$ cat src/rtl/hybrid_branch_predictor_assert.svh
// assertion macros for the hybrid branch predictor
// expects clk and rst_n in the scope of the use
`ifndef HYBRID_BRANCH_PREDICTOR_ASSERT_SVH
`define HYBRID_BRANCH_PREDICTOR_ASSERT_SVH

// same-cycle implication, checked out of reset
`define HBP_ASSERT_SAME(lbl, ante, cons, msg) \
  lbl: assert property (@(posedge clk) disable iff (!rst_n) (ante) |-> (cons)) \
    else $error(msg);

// next-cycle implication, checked out of reset
`define HBP_ASSERT_NEXT(lbl, ante, cons, msg) \
  lbl: assert property (@(posedge clk) disable iff (!rst_n) (ante) |=> (cons)) \
    else $error(msg);

`endif

$ cat src/rtl/hbp_pkg.sv
// shared types, constants and helpers of the hybrid branch predictor
// no dependencies
package hbp_pkg;

  // default table and history sizes
  localparam int BIMODAL_INDEX_BITS_DEF = 10;
  localparam int GSHARE_INDEX_BITS_DEF  = 10;
  localparam int HISTORY_BITS_DEF       = 6;
  localparam int CHOOSER_INDEX_BITS_DEF = 10;

  // configuration port
  localparam int CFG_ADDR_W = 3;
  localparam logic [CFG_ADDR_W-1:0] ADDR_PREDICTOR_MODE = 3'h0;

  // predictor mode codes
  localparam logic [1:0] MODE_BIMODAL = 2'd0;
  localparam logic [1:0] MODE_GSHARE  = 2'd1;
  localparam logic [1:0] MODE_HYBRID  = 2'd2;

  // counter reset values and saturation limits
  localparam logic [1:0] CTR_WEAK_TAKEN   = 2'd2;
  localparam logic [1:0] CHS_WEAK_BIMODAL = 2'd1;
  localparam logic [1:0] CTR_MAX          = 2'd3;
  localparam logic [1:0] CTR_MIN          = 2'd0;

  typedef struct packed {
    logic [31:0] pc;
    logic        taken;
  } in_beat_t;

  typedef struct packed {
    logic        predicted_taken;
    logic        mispredicted;
    logic        chose_gshare;
    logic [31:0] branch_total;
    logic [31:0] miss_total;
  } out_beat_t;

  // outcome of one branch: prediction and table updates
  typedef struct packed {
    logic       pred;
    logic       miss;
    logic       use_g;
    logic       bim_we;
    logic       gsh_we;
    logic       chs_we;
    logic [1:0] bim_val;
    logic [1:0] gsh_val;
    logic [1:0] chs_val;
  } decide_t;

  // 2-bit saturating counter step
  function automatic logic [1:0] sat_train(input logic [1:0] c, input logic up);
    logic [1:0] r;
    if (up) begin
      r = (c == CTR_MAX) ? CTR_MAX : c + 2'd1;
    end else begin
      r = (c == CTR_MIN) ? CTR_MIN : c - 2'd1;
    end
    return r;
  endfunction

endpackage

$ cat src/rtl/hbp_cfg_regs.sv
// apb-style register block holding the predictor mode
// depends on hbp_pkg
module hbp_cfg_regs (
  input  logic                           clk,
  input  logic                           rst_n,
  input  logic                           psel,
  input  logic                           penable,
  input  logic                           pwrite,
  input  logic [hbp_pkg::CFG_ADDR_W-1:0] paddr,
  input  logic [31:0]                    pwdata,
  output logic [31:0]                    prdata,
  output logic                           pready,
  output logic [1:0]                     mode
);

  logic [1:0] mode_r;
  logic       sel_mode;
  logic       wr_fire;

  // word decode, byte lanes ignored
  assign sel_mode = (paddr[hbp_pkg::CFG_ADDR_W-1:2] ==
                     hbp_pkg::ADDR_PREDICTOR_MODE[hbp_pkg::CFG_ADDR_W-1:2]);
  assign wr_fire  = psel && penable && pwrite;
  assign pready   = 1'b1;

  // mode register
  always_ff @(posedge clk) begin
    if (!rst_n) begin
      mode_r <= hbp_pkg::MODE_HYBRID;
    end else if (wr_fire && sel_mode) begin
      mode_r <= pwdata[1:0];
    end
  end

  // read mux
  assign prdata = sel_mode ? {30'd0, mode_r} : 32'd0;
  assign mode   = mode_r;

endmodule

$ cat config.mk
export PLATFORM = sky130hd
export DESIGN_NAME = hbp_cfg_regs
export DESIGN_NICKNAME = d
export VERILOG_FILES = /design/src/rtl/hybrid_branch_predictor_assert.svh /design/src/rtl/hbp_pkg.sv /design/src/rtl/hbp_cfg_regs.sv
export SDC_FILE = /design/constraint.sdc
export NUM_CORES = 1
export LEC_CHECK = 0
export BUFFER_PORTS_ARGS = -buffer_cell sky130_fd_sc_hd__buf_4
export CAP_MARGIN = 10
export CORE_MARGIN = 1
export CORE_UTILIZATION = 23
export CTS_CLUSTER_DIAMETER = 150
export DETAILED_ROUTE_END_ITERATION = 8
export GPL_TIMING_DRIVEN = 0
export MAX_ROUTING_LAYER = met4
export PLACE_DENSITY_LB_ADDON = 0.3
export SYNTH_ARGS = -nofsm -noshare
export SYNTH_HDL_FRONTEND = slang
export SYNTH_SLANG_ARGS = --single-unit
$ cat constraint.sdc
create_clock -name clk -period 0.8 [get_ports clk]
set_input_delay 0.12 -clock clk [delete_from_list [all_inputs] [get_ports clk]]
set_output_delay 0.12 -clock clk [all_outputs]
set_load 0.05 [all_outputs]
# Yosys cells after proc, flatten, opt, wreduce, memory -nomap -nowiden
# Cells that the tools add are included.
[word_totals]
register_bits = 2
in_bits = 40
out_inout_bits = 35
[op_classes]
muxes = 1
bitwise = 1
n_reduce_logical = 3
[ops]
columns = ["cell", "n"]
rows = [
  ["$logic_and 1x1->1", 3],
  ["$mux 2", 1],
  ["$not 1->1", 1],
]

# Depth between registers and ports, before layout
# Gate-level depths: netlist (run 1).
[depth]
word_depth = 3
mapped_depth = 2

# Worst setup path after synthesis (run 1)
# OpenSTA, ideal clock, no wires.
[synth_path]
kind = "flip-flop to output port"
from = "register mode_r[1] (netlist: mode[1])"
to = "output port prdata[1]"
t_arrival_ns = 1.010
required_time_ns = 0.680
path_slack_ns = -0.330
path_stages_with_launch = 2
path_buffers = 0
cell_sequence = "dfxtp_1 and2b_2"
[synth_via]
elab_chain_len = 1
[synth_lines]
columns = ["element", "line", "text"]
rows = [
  ["start, declared", "hbp_cfg_regs.sv:16", "logic [1:0] mode_r;"],
  ["start signal, assigned", "hbp_cfg_regs.sv:29", "mode_r <= hbp_pkg::MODE_HYBRID;"],
  ["start signal, assigned", "hbp_cfg_regs.sv:31", "mode_r <= pwdata[1:0];"],
  ["$mux 2", "hbp_cfg_regs.sv:36", "assign prdata = sel_mode ? {30'd0, mode_r} : 32'd0;"],
  ["end, declared", "hbp_cfg_regs.sv:11", "output logic [31:0] prdata,"],
]
# No other way between the ends.

# Final worst setup path (run 1)
# Same ends and word-level chain as after synthesis.

==> results.json, run 1 <==
{
  "required_ps": 680,
  "vdd_drop_max_mv": 1.05,
  "largest_register_ff_count": 2,
  "drcViolationCount": 0,
  "multi_input_area_sq_um": 193,
  "intPower_uw": 419,
  "htreeDepth": 1,
  "finalNonFillerCells": 105,
  "finalPower_uw": 850,
  "yosys-top-cells-area": "buf_4 66%, dfxtp_1 11%, mux2i_1 5.7%, and2b_2 5.0%, and4b_4 3.9%",
  "yosysUniqueCellTypes": 8,
  "cp_max_fo": 3,
  "hold_viol": 0,
  "synth_compound_area_frac": 0,
  "pre_cts_ws_ps": -51.9,
  "cts_buffers": 3,
  "p_per_area_nw_per_um2": 1310,
  "failed_checks": "negative setup slack",
  "start_util": 0.257,
  "most-common-layout-cells": "39 x buf_4, 31 x conb_1, 4 x buf_6",
  "area_delta_synth_final_pct": 84.7,
  "port_buffers": 11,
  "grt_setup_unrepaired": "true",
  "cts_root_buf": "clkbuf_4",
  "p_leak_nw": 0.400,
  "synth-seq-cells": 2,
  "p_seq_frac": 0.117,
  "die_area_sq_um": 1690,
  "row_count": 13,
  "period_minus_slack_ps": 977,
  "synth_top_family_by_area": "buffers and inverters",
  "synth.area.mux_share": 0.0569,
  "switching_share": 0.507,
  "clk_latency_ps": 220,
  "drv_slew": 0,
  "p_sw_uw": 431,
  "track_usage": 0.0809,
  "yosysSeqAreaShare": 0.114,
  "dpl.cell_count": 99,
  "clk_path_buf_depth": 2,
  "fin_nets": 132,
  "cts_tree": "done",
  "start_kind": "register",
  "comb_power_share": 0.624,
  "setup_viol": 4,
  "drt-initial-drc-count": 2,
  "wl_per_cell_um": 5.81,
  "ioPinCount": 75,
  "drt_first_pass_iters": 2,
  "fp.dieW_um": 41.1,
  "ant_nets": 0,
  "final_layout_size_suffix_gt1_frac": 0.600,
  "netlist.area_leader.share": 0.662,
  "synth_simple_gate_area_frac": 0.146,
  "maxCapViolations": 0,
  "clock-sinks": 2,
  "nFillCells": 140,
  "grt_pass1_wl_um": 759,
  "vias": 289,
  "path_clk_slew_ps": 30,
  "critPathKind": "reg -> out",
  "die_h_um": 41.1,
  "syn_avg_cell_area_sq_um": 7.99,
  "synthXorXnorAreaFrac": 0,
  "routed_wl_um": 610,
  "synthesis.area_sq_um": 352,
  "grt_start_max_net_pins": 5,
  "p_clk_frac": 0.259,
  "crit_path_end_kind": "primary output",
  "seq_area_sq_um": 47.5,
  "grt_overflow": 0,
  "finalWorstSetupSlack_ps": -177,
  "fin_skew_ps": 0,
  "synth_fa_ha_area_frac": 0,
  "hold_buffers": 0,
  "antenna_cells": 0,
  "cp_data_arrival_time_ps": 860,
  "period_share": 1.22,
  "synth_top_area_cell": "buf_4",
  "outcome": "finished with violations",
  "hold_class": "in -> reg",
  "place.gp.congestion": 0.557,
  "layout_commonest_cell": "buf_4",
  "vias_per_cell": 2.75,
  "grt_pass1_vias": 207,
  "antenna_found_initial": 0,
  "syn_inst": 44,
  "fmax_mhz": 1020,
  "synth_warnings": 0,
  "fp.coreArea_sq_um": 1370
}
==> cell type report <==
type | instances | area share
Tap cell | 15 | 0.0289
Buffer | 31 | 0.358
Clock buffer | 3 | 0.0347
Sequential cell | 2 | 0.0732
Timing Repair Buffer | 14 | 0.208
Multi-Input combinational cell | 40 | 0.297
==> cell usage after synthesis <==
library cell / count
mux2i_1: 2
conb_1: 2
and4b_4: 1
nand2_1: 2
and2b_2: 2
buf_4: 31
nor2b_1: 2
dfxtp_1: 2
==> path summary, 6_finish.rpt <==
| kind | startpoint | endpoint | slack, ps | cells after the start |
|---|---|---|---|---|
| worst max-delay path | mode[1]$_SDFFE_PN1P_ | prdata[1] | -180 | 2 |
| worst min-delay path | pwdata[1] | mode[1]$_SDFFE_PN1P_ | 160 | 3 |
| worst max register to register | mode[0]$_SDFFE_PN0P_ | mode[0]$_SDFFE_PN0P_ | 30 | 4 |
| worst min register to register | mode[1]$_SDFFE_PN1P_ | mode[1]$_SDFFE_PN1P_ | 530 | 2 |
==> power groups by stage <==
stage / clock (mW) / sequential (mW) / combinational (mW)
3_5_place_dp: 0 / 0.101 / 0.510
2_1_floorplan: 0 / 0.108 / 0.464
4_1_cts: 0.232 / 0.0994 / 0.523
6_report: 0.220 / 0.0994 / 0.530
5_1_grt: 0.243 / 0.0999 / 0.561
3_3_place_gp: 0 / 0.101 / 0.509
==> metrics by stage <==
stage	instance area (sq um)	TNS, ps	hold WS (ps)	util
5_1_grt	649	-741	167	0.475
2_1_floorplan	470	-35.0	252	-
6_report	649	-624	156	0.475
3_5_place_dp	572	-76.4	382	0.418
4_1_cts	643	-656	150	0.471
3_3_place_gp	572	-17.5	377	0.418
==> kinds of logic (layout without fill, tap and decap cells) <==
logic type | after synthesis | after routing
buffers and inverters | 31 | 48
DFF | 2 | 2
other | 2 | 31
muxes | 2 | 2
and+or+nand+nor | 7 | 7
==> what timing repair did <==
action | in CTS | in global routing
setup endpoints to repair | 4 | 5
setup buffers | 3 | 0
cloned | 0 | 0
resized for setup | 7 | 2
==> layer usage <==
layer / GRT usage / part of all wire / vias to the layer above
met3: 0.0652 / 0.18 / 0
met5: - / 0 / -
met4: 0.0484 / 0 / 0
li1: - / - / 165
met1: 0.0669 / 0.35 / 97
met2: 0.125 / 0.47 / 27
==> worst max-delay path: stages (launching register included) <==
cell and delay [ps]:
dfxtp_4 330, and2b_4 160, buf_6 140
Power figures use the tool's default switching activity.
==> run 2: changes to the inputs <==
- PLACE_DENSITY_LB_ADDON: 0.3 -> 0.15
- RECOVER_POWER: unset -> 25
==> results.json, run 2 (synthesis gave the netlist of run 1 again) <==
{
  "critPathKind": "reg -> out",
  "cts_tree": "done",
  "outcome": "finished with violations",
  "tns_ps": -606,
  "routed_wl_um": 557,
  "vdd_drop_max_mv": 0.490,
  "antenna_found_initial": 0,
  "fin_skew_ps": 0,
  "grt_pass1_wl_um": 627,
  "period_share": 1.21,
  "drt_first_pass_iters": 1,
  "cts_buffers": 3,
  "crit_path_end_kind": "primary output",
  "p_leak_nw": 0.399,
  "start_util": 0.257,
  "hold_class": "in -> reg",
  "cts_root_buf": "clkbuf_4",
  "finalPower_uw": 851,
  "drcViolationCount": 0,
  "failed_checks": "negative setup slack",
  "place.gp.congestion": 0.472,
  "vias_per_cell": 2.90,
  "layout_commonest_cell": "buf_4",
  "clock-sinks": 2,
  "largest_register_ff_count": 2,
  "antenna_cells": 0,
  "grt_overflow": 0,
  "setup_viol": 4,
  "required_ps": 680,
  "port_buffers": 11,
  "area_delta_synth_final_pct": 82.9,
  "path_clk_slew_ps": 30,
  "cp_data_arrival_time_ps": 850,
  "row_count": 13,
  "hold_viol": 0,
  "most-common-layout-cells": "39 x buf_4, 31 x conb_1, 3 x clkbuf_4, 3 x buf_6",
  "final_layout_size_suffix_gt1_frac": 0.600,
  "grt_start_max_net_pins": 5,
  "maxCapViolations": 0,
  "die_area_sq_um": 1690,
  "cp_max_fo": 2,
  "fin_nets": 132,
  "ant_nets": 0,
  "fmax_mhz": 1030,
  "ioPinCount": 75,
  "clk_latency_ps": 220,
  "finalWorstSetupSlack_ps": -171,
  "start_kind": "register",
  "vias": 304,
  "die_h_um": 41.1,
  "grt_pass1_vias": 174,
  "track_usage": 0.0740,
  "period_minus_slack_ps": 971,
  "grt_setup_unrepaired": "true",
  "htreeDepth": 1,
  "drt-initial-drc-count": 0,
  "fp.dieW_um": 41.1,
  "wl_per_cell_um": 5.30,
  "clk_path_buf_depth": 2,
  "drv_slew": 0,
  "fp.coreArea_sq_um": 1370,
  "p_per_area_nw_per_um2": 1320
}
==> run 2: area by class of cell <==
type	count	area [sq um]
flip-flops and latches	2	47.5
plain buffers	31	233
clock buffers	3	22.5
multi-input cells	40	193
well taps	15	18.8
repair buffers	14	129
fillers	154	723
==> run 2: worst max-delay path, cell delays in order, from the launching register on <==
cell     delay, ps
dfxtp_4        330
and2b_4        150
buf_6          140
==> run 2: final timing paths <==
path | from | end | slack [ps] | depth (start not counted)
min reg2reg | mode[1]$_SDFFE_PN1P_ | mode[1]$_SDFFE_PN1P_ | 660 | 3
max | mode[0]$_SDFFE_PN0P_ | prdata[0] | -170 | 2
max reg2reg | mode[0]$_SDFFE_PN0P_ | mode[0]$_SDFFE_PN0P_ | 30 | 4
min | pwdata[0] | mode[0]$_SDFFE_PN0P_ | 150 | 3
==> run 2: report_power, final <==
group	switching (mW)	total, mW	internal, mW
Clock	0.0584	0.224	0.166
Combinational	0.373	0.528	0.155
Sequential	0.00115	0.0988	0.0976
==> run 2: what timing repair did <==
action	in CTS	in global routing
pin swaps	0	0
buffers inserted	3	0
resized for setup	8	1
hold buffers	0	0
setup endpoints to repair	4	5
==> run 2: routing by layer <==
layer	wire length, um	vias up	track usage
li1	-	165	-
met1	169	105	0.0605
met2	209	30	0.0859
met3	150	4	0.0489
met4	27	0	0.121
met5	0	-	-
==> run 2: per-stage QoR <==
stage	cell area [sq um]	hold slack (ps)	utilization	cells	setup WS (ps)
2_1_floorplan	470	252	-	73	-17.6
3_3_place_gp	572	379	0.418	99	-12.7
3_5_place_dp	572	385	0.418	99	-30.8
4_1_cts	647	154	0.473	105	-179
5_1_grt	643	154	0.471	105	-193
6_report	643	151	0.471	105	-171
