==> src/rtl/hybrid_branch_predictor_assert.svh <==
// assertion macros for the hybrid branch predictor
// expects clk and rst_n in the scope of the use
`ifndef HYBRID_BRANCH_PREDICTOR_ASSERT_SVH
`define HYBRID_BRANCH_PREDICTOR_ASSERT_SVH

// same-cycle implication, checked out of reset
`define HBP_ASSERT_SAME(lbl, ante, cons, msg) \
  lbl: assert property (@(posedge clk) disable iff (!rst_n) (ante) |-> (cons)) \
    else $error(msg);

// next-cycle implication, checked out of reset
`define HBP_ASSERT_NEXT(lbl, ante, cons, msg) \
  lbl: assert property (@(posedge clk) disable iff (!rst_n) (ante) |=> (cons)) \
    else $error(msg);

`endif

==> src/rtl/hbp_pkg.sv <==
// shared types, constants and helpers of the hybrid branch predictor
// no dependencies
package hbp_pkg;

  // default table and history sizes
  localparam int BIMODAL_INDEX_BITS_DEF = 10;
  localparam int GSHARE_INDEX_BITS_DEF  = 10;
  localparam int HISTORY_BITS_DEF       = 6;
  localparam int CHOOSER_INDEX_BITS_DEF = 10;

  // configuration port
  localparam int CFG_ADDR_W = 3;
  localparam logic [CFG_ADDR_W-1:0] ADDR_PREDICTOR_MODE = 3'h0;

  // predictor mode codes
  localparam logic [1:0] MODE_BIMODAL = 2'd0;
  localparam logic [1:0] MODE_GSHARE  = 2'd1;
  localparam logic [1:0] MODE_HYBRID  = 2'd2;

  // counter reset values and saturation limits
  localparam logic [1:0] CTR_WEAK_TAKEN   = 2'd2;
  localparam logic [1:0] CHS_WEAK_BIMODAL = 2'd1;
  localparam logic [1:0] CTR_MAX          = 2'd3;
  localparam logic [1:0] CTR_MIN          = 2'd0;

  typedef struct packed {
    logic [31:0] pc;
    logic        taken;
  } in_beat_t;

  typedef struct packed {
    logic        predicted_taken;
    logic        mispredicted;
    logic        chose_gshare;
    logic [31:0] branch_total;
    logic [31:0] miss_total;
  } out_beat_t;

  // outcome of one branch: prediction and table updates
  typedef struct packed {
    logic       pred;
    logic       miss;
    logic       use_g;
    logic       bim_we;
    logic       gsh_we;
    logic       chs_we;
    logic [1:0] bim_val;
    logic [1:0] gsh_val;
    logic [1:0] chs_val;
  } decide_t;

  // 2-bit saturating counter step
  function automatic logic [1:0] sat_train(input logic [1:0] c, input logic up);
    logic [1:0] r;
    if (up) begin
      r = (c == CTR_MAX) ? CTR_MAX : c + 2'd1;
    end else begin
      r = (c == CTR_MIN) ? CTR_MIN : c - 2'd1;
    end
    return r;
  endfunction

endpackage

==> src/rtl/hbp_ctr_table.sv <==
// table of 2-bit counters with registered read and last-write bypass
// depends on hbp_pkg (for reset value constants at the instance)
module hbp_ctr_table #(
  parameter int         IDX_BITS  = hbp_pkg::BIMODAL_INDEX_BITS_DEF,
  parameter logic [1:0] RESET_VAL = hbp_pkg::CTR_WEAK_TAKEN
) (
  input  logic                clk,
  input  logic                rst_n,
  input  logic                clr_en,
  input  logic [IDX_BITS-1:0] clr_idx,
  input  logic                rd_en,
  input  logic [IDX_BITS-1:0] rd_idx,
  input  logic                wr_en,
  input  logic [1:0]          wr_val,
  output logic [1:0]          rd_val
);

  localparam int DEPTH = 1 << IDX_BITS;

  logic [1:0]          mem_r [DEPTH];
  logic [1:0]          rd_q_r;
  logic [IDX_BITS-1:0] rd_idx_r;
  logic                lw_valid_r;
  logic [IDX_BITS-1:0] lw_idx_r;
  logic [1:0]          lw_val_r;

  // storage: clearing sweep or write-back to the held index, registered read
  always_ff @(posedge clk) begin
    if (clr_en) begin
      mem_r[clr_idx] <= RESET_VAL;
    end else if (wr_en) begin
      mem_r[rd_idx_r] <= wr_val;
    end
    if (rd_en) begin
      rd_q_r   <= mem_r[rd_idx];
      rd_idx_r <= rd_idx;
    end
  end

  // last write, covers a read issued on the edge of that write
  always_ff @(posedge clk) begin
    if (!rst_n) begin
      lw_valid_r <= 1'b0;
    end else if (wr_en) begin
      lw_valid_r <= 1'b1;
    end
  end

  always_ff @(posedge clk) begin
    if (wr_en) begin
      lw_idx_r <= rd_idx_r;
      lw_val_r <= wr_val;
    end
  end

  assign rd_val = (lw_valid_r && (lw_idx_r == rd_idx_r)) ? lw_val_r : rd_q_r;

endmodule

==> config.mk <==
export PLATFORM = sky130hd
export DESIGN_NAME = hbp_ctr_table
export DESIGN_NICKNAME = d
export VERILOG_FILES = /design/src/rtl/hybrid_branch_predictor_assert.svh /design/src/rtl/hbp_pkg.sv /design/src/rtl/hbp_ctr_table.sv
export SDC_FILE = /design/constraint.sdc
export NUM_CORES = 2
export LEC_CHECK = 0
export BUFFER_PORTS_ARGS = -buffer_cell sky130_fd_sc_hd__buf_4
export CAP_MARGIN = 20
export CORE_MARGIN = 2
export CORE_UTILIZATION = 30
export CTS_CLUSTER_DIAMETER = 200
export CTS_CLUSTER_SIZE = 28
export DETAILED_ROUTE_END_ITERATION = 10
export GPL_TIMING_DRIVEN = 0
export PLACE_DENSITY_LB_ADDON = 0.25
export SETUP_SLACK_MARGIN = 0.1
export SLEW_MARGIN = 5
export SYNTH_ARGS = -nofsm -noshare
export SYNTH_HDL_FRONTEND = slang
export SYNTH_SLANG_ARGS = --single-unit
==> constraint.sdc <==
create_clock -name clk -period 23 [get_ports clk]
set_clock_uncertainty 0.15 [all_clocks]
set_input_delay 1.15 -clock clk [delete_from_list [all_inputs] [get_ports clk]]
set_output_delay 1.15 -clock clk [all_outputs]
set_load 0.005 [all_outputs]
# After elaboration in Yosys (flattened, before gate mapping)
# Memories as Yosys holds them, arrays and structs flattened. A register that Yosys moved wholly into a read port is not among the register bits.
# Index checks and enable logic that the tools add are counted.
[totals]
regBits = 23
ramBits = 2048
in_bits = 27
output_inout_bits = 2
word_cells = 17
n_memories = 1
[mem_list]
columns = ["memory", "words", "width", "read_ports", "rd_ports_with_merged_regs", "write_ports", "line_no", "source"]
rows = [
  ["mem_r", 1024, 2, 1, 1, 1, "hbp_ctr_table.sv:20", "logic [1:0] mem_r [DEPTH];"],
]
[op_classes]
eq_ne = 1
muxes = 9
reduce_logical = 2
[op_table]
columns = ["operator", "n"]
rows = [
  ["$eq 10x10->1", 1],
  ["$mux 10", 1],
  ["$mux 1", 6],
  ["$mux 2", 2],
  ["$reduce_or 2->1", 1],
  ["$logic_and 1x1->1", 1],
]

# Longest topological paths before layout
[depth]
word_depth = 5
ltp_mapped = 14
mapped_depth_nobuf = 8

# Least setup slack after synthesis
# No wires, ideal clock.
[synth_timing]
path_type = "input-to-reg"
startpoint = "input port wr_val[1]"
endpoint = "memory mem_r[0][1], data pin"
setup_ns = 3.014
arrival_time_ns = 14.674
required_time_ns = 19.836
slack_ns = 5.162
path_stages = 1
path_buffers = 0
path_cell_list = "nand2b_1"
[synth_between]
elab_chain_cells = 1
[synth_rtl]
columns = ["element", "line_no", "source"]
rows = [
  ["start: declaration", "hbp_ctr_table.sv:14", "input logic [1:0] wr_val,"],
  ["$mux 2 (no line)", "-", ""],
  ["end: declaration", "hbp_ctr_table.sv:20", ""],
]
# No other way between the ends.

==> results.md <==
- The sequential share of the synthesized area is 73.45%.
- The number of nets in the final layout is between 5k and 6k.
- The library cell used most frequently in the layout, excluding fill and tap cells, is sky130_fd_sc_hd__edfxtp_1.
- For this run the aggregate overflow at the end of global routing stands at 0.
- The final route contains about 53k vias.
- The final count of pins violating max slew came to 0.
- The cell count after synthesis is around 5k.
- The internal power component is about 5.0 mW.
- The worst register-to-register path ends at rd_q_r[1].
- The floorplan core area is 281600 sq um.
- The worst reg-to-reg path cell count is 8.
- Following the worst setup path forward leads to its endpoint at rd_q_r[0].
- The most used flip-flop cell after synthesis is sky130_fd_sc_hd__edfxtp_1.
- Per report_power, the sequential group accounts for between 60% and 70% of the total.
- The via count of the first global-routing pass was between 40k and 50k.
- The clock buffer count from CTS is 84.
- In this run the tightest slew margin relative to its limit is 14.66%.
- The top cell types in the final layout, fill and taps aside, are sky130_fd_sc_hd__edfxtp_1 (2072), sky130_fd_sc_hd__nor2_1 (1059), sky130_fd_sc_hd__mux4_2 (418).
- In this run the cell area of the synthesized design comes to ~85000 sq um.
- The starting density of the core is between 30% and 40%.
- The H-tree generated during clock tree synthesis spans 3 levels.
- The category of the worst setup path launch point is an input pin.
- The total power is 6.617 mW.
- The root buffer cell is sky130_fd_sc_hd__clkbuf_16.
- Data on the critical path arrives at its endpoint at 7.19 ns.
- The flow ran to the end, and the final reports show no timing, DRC or antenna violations.
- Relative to the synthesized area, the layout overhead comes to 11.38%.
- The startpoint of the lowest-slack register-to-register path is mem_r[965][1].
- The post-layout instance count excluding filler cells is 8936.
- In this run the worst path has a maximum fanout of 10.
- In this run the register-to-register setup slack is ~18 ns.
- VDD sags by at most 0.00004878 V.
- OpenSTA, run right after detailed placement, puts the worst setup slack at approximately 16 ns.
- The floorplan has 195 rows.
- The number of endpoints with negative hold slack in the final report is 0.
- The portion of the clock cycle consumed by the worst path in the final layout is approximately 30%.
- The switching power as a share of total power is 24.82%.
- Entering global routing, the biggest net connects 89 pins.
- Averaged over all synthesized cells, the footprint is 17.19 sq um.
- The ratio of total power to cell area is around 70 nW/um^2.
- After detailed routing, the number of vias per cell comes to just under 6.
- The total of flip-flops plus latches after synthesis is a little over 2k.
- The final standard cell utilization of the core is between 30% and 40%.
- At the pin with the least slew margin, the transition time is roughly 1.3 ns.
- STA puts the critical path data required time at ~23 ns.
- Wires add up to ~370000 um.
- During placement, the flow inserted port buffers numbering 28.
- In the final routed layout, each cell accounts on average for around 42 um.
- The worst path in the final design needs a cycle of approximately 6.7 ns, including I/O delays and setup.
- The detail route stage leaves a number of antenna-violating nets equal to 0.
- Setup violations remaining at the end of the flow were counted as 0.
- The number of instances in the placed design is around 8.8k.
- The die is 535.5 um wide.
- The die span in y is approximately 540 um.
- The share of final-layout standard cells stronger than drive strength 1 is between 10% and 20%.
- The number of antenna violations at the first check in global routing came to 44.
- The number of enable flip-flop cells after synthesis is approximately 2.1k.
- The total negative slack is 0 ns.
- The remaining design rule violation count is 0.
- The count of routing violations after the opening detailed-route iteration is 9599.
- Counting the fill cells in the layout gives about 27k.
- Hold repair after CTS inserted 0 buffers.
- The type of the worst setup path is in -> reg.
- Across the run, the number of max-cap violations was 0.
- The TritonCTS clock tree is built.
- The half-perimeter wire length of the detailed placement result is between 200000 and 300000 um.
- The total net switching power is between 1.5 and 2 mW.
- The maximum clock insertion buffer count is 3.
- For this design, the sink count on the clock tree is ~2.1k.
- The all-layer global routing usage is 25.38%.
- The most critical setup path has its startpoint at rd_idx[1].
- Of all flip-flops after synthesis, the portion carrying an async set or reset was 0%.
- Per report_power, the combinational group accounts for between 8 and 9% of the total.
- Static timing analysis puts the maximum clock frequency at ~150 MHz.
- The routability congestion estimate is between 0.9 and 1.
- The leakage power is ~31 nW.
- During I/O placement, the number of pins put on the boundary was 29.
- The final worst-path setup slack is 16.26 ns.
- Setup repair after global routing left no endpoint under its margin.
- The path type of the worst min-delay path is reg -> reg.
- Clock-pin slew was measured on the worst setup and hold paths at about 0.11 ns.
- The total of warnings raised by yosys is 0.
- The number of setup buffers added after CTS is 0.
- STA classifies the critical path endpoint as a flip-flop.
- When the netlist entered floorplanning its net count stood at ~5k.
- The area enclosed by the die boundary is between 200000 and 300000 sq um.
- For the worst-skew pair, the clock arrives at the later sink with an insertion delay of approximately 0.8 ns.
- The clock network power share is between 20% and 30%.
- The number of instances resized during post-cts repair is 0.
- The number of different library cells used by synthesis comes to 60.
- The first-pass GRT wire length is ~480000 um.
- The first TritonRoute pass finished after 6 iterations.
-- final cells by class --
cell class	instances	area, sq um	share of cell area [%]
sequential	2073	62240	65.95
multi-input combinational	2451	20540	21.77
tap	3743	4683	4.962
timing repair buffer	143	2380	2.522
clock buffer	95	2186	2.316
buffer	396	2178	2.308
clock inverter	6	81.33	0.08617
antenna	20	50.05	0.05303
inverter	9	33.78	0.03580
-- critical path, cell delays in order --
cell and delay (ns):
sky130_fd_sc_hd__buf_4 0.09, sky130_fd_sc_hd__buf_4 0.30, sky130_fd_sc_hd__buf_2 0.91, sky130_fd_sc_hd__buf_2 0.99
sky130_fd_sc_hd__buf_2 0.89, sky130_fd_sc_hd__mux4_2 0.38, sky130_fd_sc_hd__nor2_1 0.04, sky130_fd_sc_hd__o21ai_0 0.18
sky130_fd_sc_hd__nand4_1 0.51, sky130_fd_sc_hd__nor3_1 1.03, sky130_fd_sc_hd__nand3_1 0.20, sky130_fd_sc_hd__nand4_1 0.40
-- registers in the layout (all words and copies together) (netlist names) --
name and cells:
mem_r 2048, lw_idx_r 10, rd_idx_r 10, lw_val_r 2, rd_q_r 2, lw_valid_r 1
-- worst min path at each step --
stage	depth (start not counted)	slack [ns]	from	to
finish	0	0.31	rd_idx_r[1]	lw_idx_r[1]
global route	1	0.34	wr_val[0]	lw_val_r[0]
CTS	0	0.32	rd_idx_r[1]	lw_idx_r[1]
detailed placement	0	0.29	rd_idx_r[1]	lw_idx_r[1]
global placement	0	0.28	rd_idx_r[1]	lw_idx_r[1]
floorplan	0	0.27	rd_idx_r[0]	lw_idx_r[0]
-- stage by stage --
step / hold WS, ns / area (sq um)
3_5_place_dp: 0.2867 / 92060
5_1_grt: 0.3379 / 94330
4_1_cts: 0.3176 / 94330
2_1_floorplan: 0.2744 / 84730
3_3_place_gp: 0.2772 / 89630
6_report: 0.3097 / 94380
-- synthesized netlist by cell type (3+ instances only) --
master / number / area, sq um
sky130_fd_sc_hd__o21a_1: 5 / 37.54
sky130_fd_sc_hd__clkbuf_1: 239 / 897.1
sky130_fd_sc_hd__buf_6: 44 / 495.5
sky130_fd_sc_hd__mux4_2: 418 / 9414
sky130_fd_sc_hd__buf_8: 7 / 105.1
sky130_fd_sc_hd__nor2b_1: 16 / 100.1
sky130_fd_sc_hd__nor2_1: 1064 / 3994
sky130_fd_sc_hd__a211o_1: 3 / 26.28
sky130_fd_sc_hd__a2111oi_0: 3 / 26.28
sky130_fd_sc_hd__a211oi_1: 19 / 142.6
sky130_fd_sc_hd__nand3_1: 30 / 150.1
sky130_fd_sc_hd__edfxtp_1: 2072 / 62220
sky130_fd_sc_hd__a22o_1: 15 / 131.4
sky130_fd_sc_hd__nand2b_1: 20 / 125.1
sky130_fd_sc_hd__buf_4: 20 / 150.1
sky130_fd_sc_hd__buf_1: 54 / 202.7
sky130_fd_sc_hd__a21oi_1: 72 / 360.4
sky130_fd_sc_hd__and2_1: 8 / 50.05
sky130_fd_sc_hd__or2_2: 4 / 25.02
sky130_fd_sc_hd__and3_1: 4 / 25.02
sky130_fd_sc_hd__nand2_1: 113 / 424.2
sky130_fd_sc_hd__nor3_1: 39 / 195.2
sky130_fd_sc_hd__o22ai_1: 43 / 269.0
sky130_fd_sc_hd__a311oi_1: 3 / 26.28
sky130_fd_sc_hd__a221oi_1: 21 / 183.9
sky130_fd_sc_hd__a31oi_1: 11 / 68.82
sky130_fd_sc_hd__a22oi_1: 60 / 450.4
sky130_fd_sc_hd__buf_2: 31 / 155.2
sky130_fd_sc_hd__nor3b_1: 6 / 45.04
sky130_fd_sc_hd__or3_1: 11 / 68.82
sky130_fd_sc_hd__o31ai_1: 7 / 52.55
sky130_fd_sc_hd__nand4_1: 9 / 56.30
sky130_fd_sc_hd__inv_1: 7 / 26.28
sky130_fd_sc_hd__nand3b_1: 5 / 37.54
sky130_fd_sc_hd__o21ai_0: 57 / 285.3
sky130_fd_sc_hd__o221ai_1: 84 / 735.7
sky130_fd_sc_hd__o211ai_1: 9 / 67.56
sky130_fd_sc_hd__mux2_2: 12 / 135.1
sky130_fd_sc_hd__nor4_1: 12 / 75.07
sky130_fd_sc_hd__xnor2_1: 10 / 87.58
sky130_fd_sc_hd__mux2i_1: 237 / 2372
-- cells by family (layout without fill, tap and decap cells) --
group / after synthesis / count (layout) / synth area share (%)
flops: 2073 / 2073 / 73.45
mux: 667 / 667 / 14.07
simple gates: 1350 / 1350 / 6.434
buf+inv: 405 / 649 / 2.431
xor+xnor: 10 / 10 / 0.1034
other cells: 0 / 20 / 0
compound gates: 424 / 424 / 3.509
-- power groups by stage --
stage                     logic, mW  registers [mW]  clock network [mW]
after global placement        0.526            4.34                   0
after floorplan               0.227            4.28                   0
after detailed placement      0.563            4.23                   0
after CTS                     0.564            4.14                1.88
final                         0.583            4.14                1.89
after global routing          0.574            4.14                2.00
-- metal layers --
metal,up-vias,GRT usage [%],share of wire [%]
li1,19667,-,-
met5,-,0,0.018
met4,10,14.47,6.7
met2,3942,38.81,45
met1,28102,32.51,37
met3,820,6.860,12
No activity file was read; power rests on OpenSTA's default activity.
