<file path="config.mk">
export PLATFORM = sky130hd
export DESIGN_NAME = hbp_decide
export DESIGN_NICKNAME = d
export VERILOG_FILES = /design/src/rtl/hybrid_branch_predictor_assert.svh /design/src/rtl/hbp_pkg.sv /design/src/rtl/hbp_decide.sv
export SDC_FILE = /design/constraint.sdc
export NUM_CORES = 1
export LEC_CHECK = 0
export BUFFER_PORTS_ARGS = -buffer_cell sky130_fd_sc_hd__buf_2
export CAP_MARGIN = 25
export CORE_AREA = 3 3 40 42
export DETAILED_ROUTE_END_ITERATION = 10
export DIE_AREA = 0 0 43 45
export GPL_TIMING_DRIVEN = 0
export PLACE_DENSITY_LB_ADDON = 0.05
export SKIP_LAST_GASP = 1
export SYNTH_ARGS = -nofsm -noshare
export SYNTH_HDL_FRONTEND = slang
export SYNTH_SLANG_ARGS = --single-unit
</file>
<file path="constraint.sdc">
create_clock -name vclk -period 1.8
set_input_delay 0.36 -clock vclk [all_inputs]
set_output_delay 0.36 -clock vclk [all_outputs]
set_load 0.01 [all_outputs]
</file>
<file path="src/rtl/hybrid_branch_predictor_assert.svh">
// assertion macros for the hybrid branch predictor
// expects clk and rst_n in the scope of the use
`ifndef HYBRID_BRANCH_PREDICTOR_ASSERT_SVH
`define HYBRID_BRANCH_PREDICTOR_ASSERT_SVH

// same-cycle implication, checked out of reset
`define HBP_ASSERT_SAME(lbl, ante, cons, msg) \
  lbl: assert property (@(posedge clk) disable iff (!rst_n) (ante) |-> (cons)) \
    else $error(msg);

// next-cycle implication, checked out of reset
`define HBP_ASSERT_NEXT(lbl, ante, cons, msg) \
  lbl: assert property (@(posedge clk) disable iff (!rst_n) (ante) |=> (cons)) \
    else $error(msg);

`endif

</file>
<file path="src/rtl/hbp_pkg.sv">
// shared types, constants and helpers of the hybrid branch predictor
// no dependencies
package hbp_pkg;

  // default table and history sizes
  localparam int BIMODAL_INDEX_BITS_DEF = 10;
  localparam int GSHARE_INDEX_BITS_DEF  = 10;
  localparam int HISTORY_BITS_DEF       = 6;
  localparam int CHOOSER_INDEX_BITS_DEF = 10;

  // configuration port
  localparam int CFG_ADDR_W = 3;
  localparam logic [CFG_ADDR_W-1:0] ADDR_PREDICTOR_MODE = 3'h0;

  // predictor mode codes
  localparam logic [1:0] MODE_BIMODAL = 2'd0;
  localparam logic [1:0] MODE_GSHARE  = 2'd1;
  localparam logic [1:0] MODE_HYBRID  = 2'd2;

  // counter reset values and saturation limits
  localparam logic [1:0] CTR_WEAK_TAKEN   = 2'd2;
  localparam logic [1:0] CHS_WEAK_BIMODAL = 2'd1;
  localparam logic [1:0] CTR_MAX          = 2'd3;
  localparam logic [1:0] CTR_MIN          = 2'd0;

  typedef struct packed {
    logic [31:0] pc;
    logic        taken;
  } in_beat_t;

  typedef struct packed {
    logic        predicted_taken;
    logic        mispredicted;
    logic        chose_gshare;
    logic [31:0] branch_total;
    logic [31:0] miss_total;
  } out_beat_t;

  // outcome of one branch: prediction and table updates
  typedef struct packed {
    logic       pred;
    logic       miss;
    logic       use_g;
    logic       bim_we;
    logic       gsh_we;
    logic       chs_we;
    logic [1:0] bim_val;
    logic [1:0] gsh_val;
    logic [1:0] chs_val;
  } decide_t;

  // 2-bit saturating counter step
  function automatic logic [1:0] sat_train(input logic [1:0] c, input logic up);
    logic [1:0] r;
    if (up) begin
      r = (c == CTR_MAX) ? CTR_MAX : c + 2'd1;
    end else begin
      r = (c == CTR_MIN) ? CTR_MIN : c - 2'd1;
    end
    return r;
  endfunction

endpackage

</file>
<file path="src/rtl/hbp_decide.sv">
// prediction choice and counter training for one branch
// depends on hbp_pkg
module hbp_decide (
  input  logic             [1:0] mode,
  input  logic                   taken,
  input  logic             [1:0] bim_ctr,
  input  logic             [1:0] gsh_ctr,
  input  logic             [1:0] chs_ctr,
  output hbp_pkg::decide_t       dec
);

  logic bp;
  logic gp;
  logic use_g;
  logic hybrid;

  assign bp = bim_ctr[1];
  assign gp = gsh_ctr[1];

  // component selection, the unused code behaves as hybrid
  always_comb begin
    unique case (mode)
      hbp_pkg::MODE_BIMODAL: begin
        use_g  = 1'b0;
        hybrid = 1'b0;
      end
      hbp_pkg::MODE_GSHARE: begin
        use_g  = 1'b1;
        hybrid = 1'b0;
      end
      default: begin
        use_g  = chs_ctr[1];
        hybrid = 1'b1;
      end
    endcase
  end

  // prediction and updates
  always_comb begin
    dec.use_g   = use_g;
    dec.pred    = use_g ? gp : bp;
    dec.miss    = dec.pred != taken;
    dec.bim_we  = !use_g;
    dec.gsh_we  = use_g;
    dec.bim_val = hbp_pkg::sat_train(bim_ctr, taken);
    dec.gsh_val = hbp_pkg::sat_train(gsh_ctr, taken);
    // chooser moves only when exactly one component was right
    dec.chs_we  = hybrid && (bp != gp);
    dec.chs_val = hbp_pkg::sat_train(chs_ctr, gp == taken);
  end

endmodule

</file>
Word level (Yosys, flattened, before mapping) --
Index checks and enable logic that the tools add are counted.
Storage, ports and cells: bits of input ports 9, word-level logic and storage cells 32, register bits 0
Cells by class: add/sub/neg operators 6, muxes and demuxes 12, reduce and logical (&&, ||, !) cells 7, eq/ne operators 7
Operators by type and width (number):
- $mux W2 | 9
- $logic_not A2 Y1 | 4
- $add A2 B1 Y2 const B | 3
- $eq A2 B2 Y1 const B | 3
- $sub A2 B1 Y2 const B | 3
- $eq A2 B1 Y1 const B | 1
- $mux W1 | 2
- $ne A1 B1 Y1 | 2
- $pmux W1 S2 | 1
- $reduce_or A2 Y1 | 1
- $eq A1 B1 Y1 | 1
- $logic_and A1 B1 Y1 | 1
- $logic_not A1 Y1 | 1

Longest topological paths before layout --
Gate-level depths: netlist of run 1.
depth after elaboration 4, depth in mapped cells 4, mapped depth without buffers 3

Worst setup path after synthesis of run 1 --
Ideal clock, no wire load.
path type input to output, start in mode[1], end out dec[10] (netlist name), stages 3, arrival 1.209 ns, path slack 0.231 ns, cell sequence mux2i_2 -> mux2_4 -> xor2_2
RTL lines:
- start: declaration | RTL line hbp_decide.sv:4 | input logic [1:0] mode,
- end: declaration | RTL line hbp_decide.sv:9 | output hbp_pkg::decide_t dec

==> results of run 1 <==
metrics by stage:
stage / cells / setup WS [ns] / hold WS (ns) / util
6_report: 57 / 0.0717 / 1.02 / 0.225
2_1_floorplan: 22 / 0.231 / 0.803 / -
5_1_grt: 57 / 0.0388 / 1.06 / 0.225
3_5_place_dp: 57 / 0.0698 / 1.03 / 0.225
3_3_place_gp: 57 / 0.0787 / 1.02 / 0.225
4_1_cts: 57 / 0.0680 / 1.02 / 0.225
power breakdown:
part	internal (W)	switching, W	total, W
Clock	0	0	0
Combinational	0.0000448	0.0000434	0.0000882
Sequential	0	0	0
worst paths after layout:
path / to / cells after the start / slack (ns)
setup / recovery: dec[10] / 5 / 0.07
hold / removal: dec[0] / 3 / 1.02
critical path, stage by stage:
cell     delay [ns]
buf_2          0.10
mux2i_2        0.29
mux2_4         0.35
xor2_2         0.13
buf_2          0.14
cell type report:
class / instances / area share
tap: 15 / 0.0649
buffer: 3 / 0.0693
timing repair buffer: 20 / 0.346
multi-input combinational: 15 / 0.468
inverter: 4 / 0.0519
per-layer routing:
| metal | up-vias | part of all wire |
|---|---|---|
| met5 | - | 0 |
| met4 | 0 | 0 |
| met3 | 0 | 0.14 |
| met2 | 16 | 0.42 |
| met1 | 78 | 0.44 |
| li1 | 107 | - |
placed cells by master (no fill, tap or decap):
cell type	Yosys	final
a21o_1	1	1
and2_2	1	1
buf_2	1	21
buf_4	2	2
inv_1	4	4
maj3_1	4	4
mux2_4	1	1
mux2i_2	1	1
nand2_1	1	1
nor2_1	1	1
o21ai_0	2	2
xor2_1	2	2
xor2_2	1	1
cells by family after synthesis:
logic type	after synthesis	synth area share
AOI/OAI and AO/OA	3	0.103
xor gates and xnor gates	3	0.199
adders and majority gates	4	0.235
buffers and inverters	7	0.206
muxes	2	0.169
and+or+nand+nor	3	0.0882
==> impl_metrics.toml, run 1 <==
[synthesis]
synth.area.top_cells = "maj3_1 24%, xor2_1 10%, xor2_2 9.6%"
synth_commonest_cells = "4 x inv_1, 4 x maj3_1, 2 x buf_4, 2 x o21ai_0, 2 x xor2_1"
yosysSeqAreaShare = 0
synth_area_leader_cell = "maj3_1"
syn-num-nets = 31
yosysTopAreaCellShare = 0.235
ys_warn_count = 0
yosysUniqueCellTypes = 13
syn-instance-count = 22
synth_area_um2 = 170
syn_avg_cell_area_um2 = 7.73

[pwr]
vdd_drop_max_mv = 0.0836
p_per_area_nw_per_um2 = 305
power_w = 0.0000882
p_leak_nw = 0.165

[routing]
vias = 201
ant_nets = 0
post_drt_wl_per_cell_um = 8.30
first_iter_violations = 0
routed_wl_um = 473
vias_per_cell = 3.53
firstDrtPassIters = 1
drc_errors = 0

[global_route]
grt_pass1_vias = 198
grt_max_degree = 7
grt-ovfl-total = 0
grt_pass1_wl_um = 821
grt-busiest-layer = "met2"
use_met3 = 0.00398
met1_usage = 0.0716
grtUsageMet2 = 0.0928
antenna_found_initial = 0
grt_usage = 0.0515

[worst_setup_path]
critical_path_class = "in -> out"
arrival_ns = 1.37
cp-startpoint = "mode[1]"
crit_fanout = 3
crit_path_start_kind = "primary input"
worstPathRequired_ns = 1.44
cp-end-kind = "primary output"

[place]
dp_hpwl_um = 445
place_area_um2 = 289
port_buffers = 20
gp_congestion = 0.574

[clock_network]
cts-resized-gates = 0
post_cts_buffers = 0
ctsHoldBuffers = 0

[die]
design.core.area_um2 = 1280
fp.dieH_um = 45
die_area_um2 = 1940
start_util = 0.132
die_w_um = 43
io_pins = 21
rows = 13

[hold_path]
worstHoldPathType = "in -> out"
holdCritStartpoint = "chs_ctr[0]"

[cells_and_area]
final-seq-area_um2 = 0
drive_gt1_frac = 0.643
area_delta_synth_final_pct = 69.9
multi_input_area_um2 = 135
final_area_um2 = 289
final.fill_count = 148
fin_nets = 53
design.seq.count = 0
diodes = 0
clockBufferCount = 0

[timing]
finalSetupTns_ns = 0
slew_viol_final = 0
rsz0062_at_grt = "false"
fin_crit_sh = 0.960
setup_viol = 0
worst_slew_pin_slew_ns = 0.253
slew-limit-headroom = 0.828
max_freq_mhz = 579
period_needed_ns = 1.73
hold_violations = 0

[flow_run]
cap_viol_max_count = 0

[outcome]
outcome = "finished, final reports clean"
Power figures use the tool's default switching activity.
==> inputs of run 2 (changes only) <==
==> constraint.sdc (replaced) <==
create_clock -name vclk -period 1.72
set_input_delay 0.344 -clock vclk [all_inputs]
set_output_delay 0.344 -clock vclk [all_outputs]
set_load 0.01 [all_outputs]
==> run 2 against run 1 <==
Sequential share of layout area stayed put. First-iteration DRC count stayed put. Worst setup slack got worse by 0.025 ns. Highest routed layer unchanged. Cell count unchanged. Global-route usage did not move. Largest power group unchanged.
==> impl_metrics.toml, run 2 (same netlist as run 1, synthesis figures left out) <==
[outcome]
outcome = "finished, final reports clean"

[place]
place_area_um2 = 289
port_buffers = 20
dp_hpwl_um = 445
place_ws_ns = 0.0218
gp_congestion = 0.574

[global_route]
grtUsageMet2 = 0.0928
grt_pass1_vias = 198
grt_usage = 0.0515
met1_usage = 0.0716
grt-busiest-layer = "met2"
use_met3 = 0.00398
grt_max_degree = 7
grt_pass1_wl_um = 821
grt-ovfl-total = 0
antenna_found_initial = 0

[hold_path]
worstHoldPathType = "in -> out"

[routing]
vias = 205
routed_wl_um = 487
post_drt_wl_per_cell_um = 8.54
first_iter_violations = 0
ant_nets = 0
firstDrtPassIters = 1
vias_per_cell = 3.60
drc_errors = 0

[cells_and_area]
final-seq-area_um2 = 0
final_area_um2 = 298
diodes = 0
fin_nets = 53
clockBufferCount = 0
drive_gt1_frac = 0.643
area_delta_synth_final_pct = 75.0
final_common_cell = "buf_2"
design.seq.count = 0
final_cell_mix = "21 x buf_2, 4 x inv_1, 4 x maj3_1"

[worst_setup_path]
critical_path.max_stage_delay_ns = 0.34
crit_fanout = 3
slowest_stage = "mux2_4"
arrival_ns = 1.33
crit_chain = "buf_2 > mux2i_4 > mux2_4 > xor2_2 > buf_2"
cpMostUsedCell = "buf_2"
critical_path_class = "in -> out"
cp-end-kind = "primary output"
worstPathRequired_ns = 1.38
crit_path_start_kind = "primary input"

[timing]
rsz0062_at_grt = "false"
slew_viol_final = 0
slew-limit-headroom = 0.881
holdWs_ns = 0.990
finalWorstSetupSlack_ns = 0.0471
setup_viol = 0
period_needed_ns = 1.67
finalSetupTns_ns = 0
hold_violations = 0
worst_slew_pin_slew_ns = 0.175
fin_crit_sh = 0.973
max_freq_mhz = 598

[die]
die_area_um2 = 1940
die_w_um = 43
io_pins = 21
start_util = 0.132
design.core.area_um2 = 1280
rows = 13
fp.dieH_um = 45

[pwr]
p_per_area_nw_per_um2 = 320
vdd_drop_max_mv = 0.0886
p_leak_nw = 0.166

[flow_run]
cap_viol_max_count = 0

[clock_network]
ctsHoldBuffers = 0
## run 2: cell types whose count changed in the layout (fill, tap and decap cells not counted)
cell / previous run / this run
mux2i_2: 1 / 0
mux2i_4: 0 / 1
## run 2: worst max-delay path, delay by kind of cell
kind	cells	cell delay, ns
multiplexers	2	0.60
buffers and inverters	2	0.26
XOR/XNOR	1	0.13
## run 2: final cells by class
type                            count  area (um2)
Fill cell                         148         987
Multi-Input combinational cell     15         144
Timing Repair Buffer               20         100
Buffer                              3        20.0
Tap cell                           15        18.8
Inverter                            4        15.0
## run 2: power by group
| part | switching, W | leakage [nW] | internal [W] | total, W |
|---|---|---|---|---|
| sequential | 0 | 0 | 0 | 0 |
| combinational | 0.0000469 | 0.166 | 0.0000485 | 0.0000953 |
| clock | 0 | 0 | 0 | 0 |
| total | 0.0000469 | 0.166 | 0.0000485 | 0.0000953 |
## run 2: repair_timing
action | CTS | global route
resized for setup | 0 | 1
setup buffers | 0 | 0
setup endpoints to repair | 0 | 1
## run 2: path summary, 6_finish.rpt
path                  endpoint  startpoint  depth (start not counted)
worst min-delay path    dec[0]  chs_ctr[0]                          3
worst max-delay path   dec[10]     mode[1]                          5
## run 2: routing by layer
metal	share of wire	vias up	wire length, um
met1	0.44	82	215
li1	-	107	-
met3	0.14	0	66
met2	0.42	16	205
met5	0	-	0
met4	0	0	0
## run 2: stage by stage
| step | power [W] | util | cells |
|---|---|---|---|
| after detailed placement | 0.0000945 | 0.225 | 57 |
| after global routing | 0.000106 | 0.232 | 57 |
| after CTS | 0.0000946 | 0.225 | 57 |
| after floorplan | 0.0000528 | - | 22 |
| after global placement | 0.0000926 | 0.225 | 57 |
| final | 0.0000953 | 0.232 | 57 |
==> inputs of run 3 (changes only) <==
--- a/config.mk
+++ b/config.mk
@@ -5,6 +5,7 @@
 export SDC_FILE = /design/constraint.sdc
 export NUM_CORES = 1
 export LEC_CHECK = 0
+export ABC_AREA = 1
 export BUFFER_PORTS_ARGS = -buffer_cell sky130_fd_sc_hd__buf_2
 export CAP_MARGIN = 25
 export CORE_AREA = 3 3 40 42
==> run 3 against run 2 <==
First-iteration DRC count grew 2. Synthesized cell count grew 95%. Die area is the same. Combinational power grew 5%. Worst setup slack gained 0.32 ns.
==> impl_metrics.toml, run 3 <==
[pwr]
p_per_area_nw_per_um2 = 299
power_w = 0.000100
p_leak_nw = 0.211
vdd_drop_max_mv = 0.0762

[timing]
worst_slew_pin_slew_ns = 0.210
max_freq_mhz = 739
rsz0062_at_grt = "false"
slew_viol_final = 0
hold_violations = 0
slew-limit-headroom = 0.859
finalSetupTns_ns = 0
setup_viol = 0
period_needed_ns = 1.35
holdWs_ns = 0.964
fin_crit_sh = 0.787

[clock_network]
cts-resized-gates = 0
post_cts_buffers = 0
ctsHoldBuffers = 0

[synthesis]
synth.area.top_cells = "nand2_2 15%, nand2_1 14%, inv_1 12%"
syn-num-nets = 52
synth_area_leader_cell = "nand2_2"
yosysSeqAreaShare = 0
yosysTopAreaCellShare = 0.148
syn-instance-count = 43
yosysUniqueCellTypes = 15
synth_commonest_cells = "8 x nand2_1, 7 x inv_1, 6 x nor2_1, 5 x nand2_2, 4 x nand3_1"
synth_area_um2 = 211
yosysMostFrequentCell = "nand2_1"
syn_avg_cell_area_um2 = 4.92
ys_warn_count = 0

[worst_setup_path]
path_buf_inv = 2
cp-end-kind = "primary output"
crit_fanout = 7
worstPathRequired_ns = 1.38
critical_path_class = "in -> out"
critical_path.max_stage_delay_ns = 0.19
arrival_ns = 1.01
cpMostUsedCell = "buf_2"
crit_path_start_kind = "primary input"
crit_family = "buffers and inverters"
slowest_stage = "nor2_1"
crit_chain = "buf_2 > nor2_1 > nor2_2 > o21ai_2 > buf_2"

[place]
dp.cells = 79
port_buffers = 21
gp_congestion = 0.586
dp_hpwl_um = 522

[cells_and_area]
final_cell_mix = "21 x buf_2, 8 x nand2_1, 7 x inv_1, 6 x nor2_1, 5 x nand2_2"
diodes = 0
final-seq-area_um2 = 0
fin_nets = 75
clockBufferCount = 0
final_util = 0.261
drive_gt1_frac = 0.516
final_common_cell = "buf_2"
final_cells = 79
area_delta_synth_final_pct = 58.6
design.seq.count = 0

[routing]
first_iter_violations = 2
ant_nets = 0
vias_per_cell = 3.89
vias = 307
routed_wl_um = 584
firstDrtPassIters = 4
drc_errors = 0
post_drt_wl_per_cell_um = 7.39

[outcome]
outcome = "finished, final reports clean"

[global_route]
grt_max_degree = 8
grt-ovfl-total = 0
grt_usage = 0.0539
antenna_found_initial = 0
grt_pass1_wl_um = 869
grt_pass1_vias = 230

[die]
rows = 13
fp.dieH_um = 45
die_w_um = 43
io_pins = 21
design.core.area_um2 = 1280
die_area_um2 = 1940
start_util = 0.165

[flow_run]
cap_viol_max_count = 0

[hold_path]
worstHoldPathType = "in -> out"
-- run 3: per-layer routing --
metal	vias to the layer above	track usage	wire length (um)	part of all wire
met2	10	0.108	270	0.46
met5	-	0	0	0
li1	172	-	-	-
met3	0	0.00797	57	0.098
met1	125	0.0643	256	0.44
met4	0	0	0	0
-- run 3: report_power, final --
| part | internal (W) | switching, W | total [W] |
|---|---|---|---|
| logic | 0.0000441 | 0.0000562 | 0.000100 |
| clock network | 0 | 0 | 0 |
| registers | 0 | 0 | 0 |
| total | 0.0000441 | 0.0000562 | 0.000100 |
-- run 3: per-stage QoR --
stage	worst slack, ns	instance area (um2)
finish	0.366	335
CTS	0.357	335
global placement	0.332	335
floorplan	0.616	211
global route	0.292	335
detailed placement	0.361	335
-- run 3: cells by family (layout without fill, tap and decap cells) --
| group | after synthesis | in the layout | synth area share |
|---|---|---|---|
| AO/OA/AOI/OAI | 7 | 7 | 0.201 |
| buffers and inverters | 11 | 32 | 0.231 |
| AND/OR/NAND/NOR | 25 | 25 | 0.568 |
-- run 3: path summary, 6_finish.rpt --
check  cells after the start  slack [ns]        from     end
min                        3        0.96  gsh_ctr[0]  dec[2]
max                        5        0.37       taken  dec[0]
-- run 3: area by class of cell --
type / count / area (um2)
fill: 156 / 950
multi-input combinational: 32 / 163
timing repair buffer: 21 / 105
inverter: 9 / 33.8
tap: 15 / 18.8
buffer: 2 / 15.0
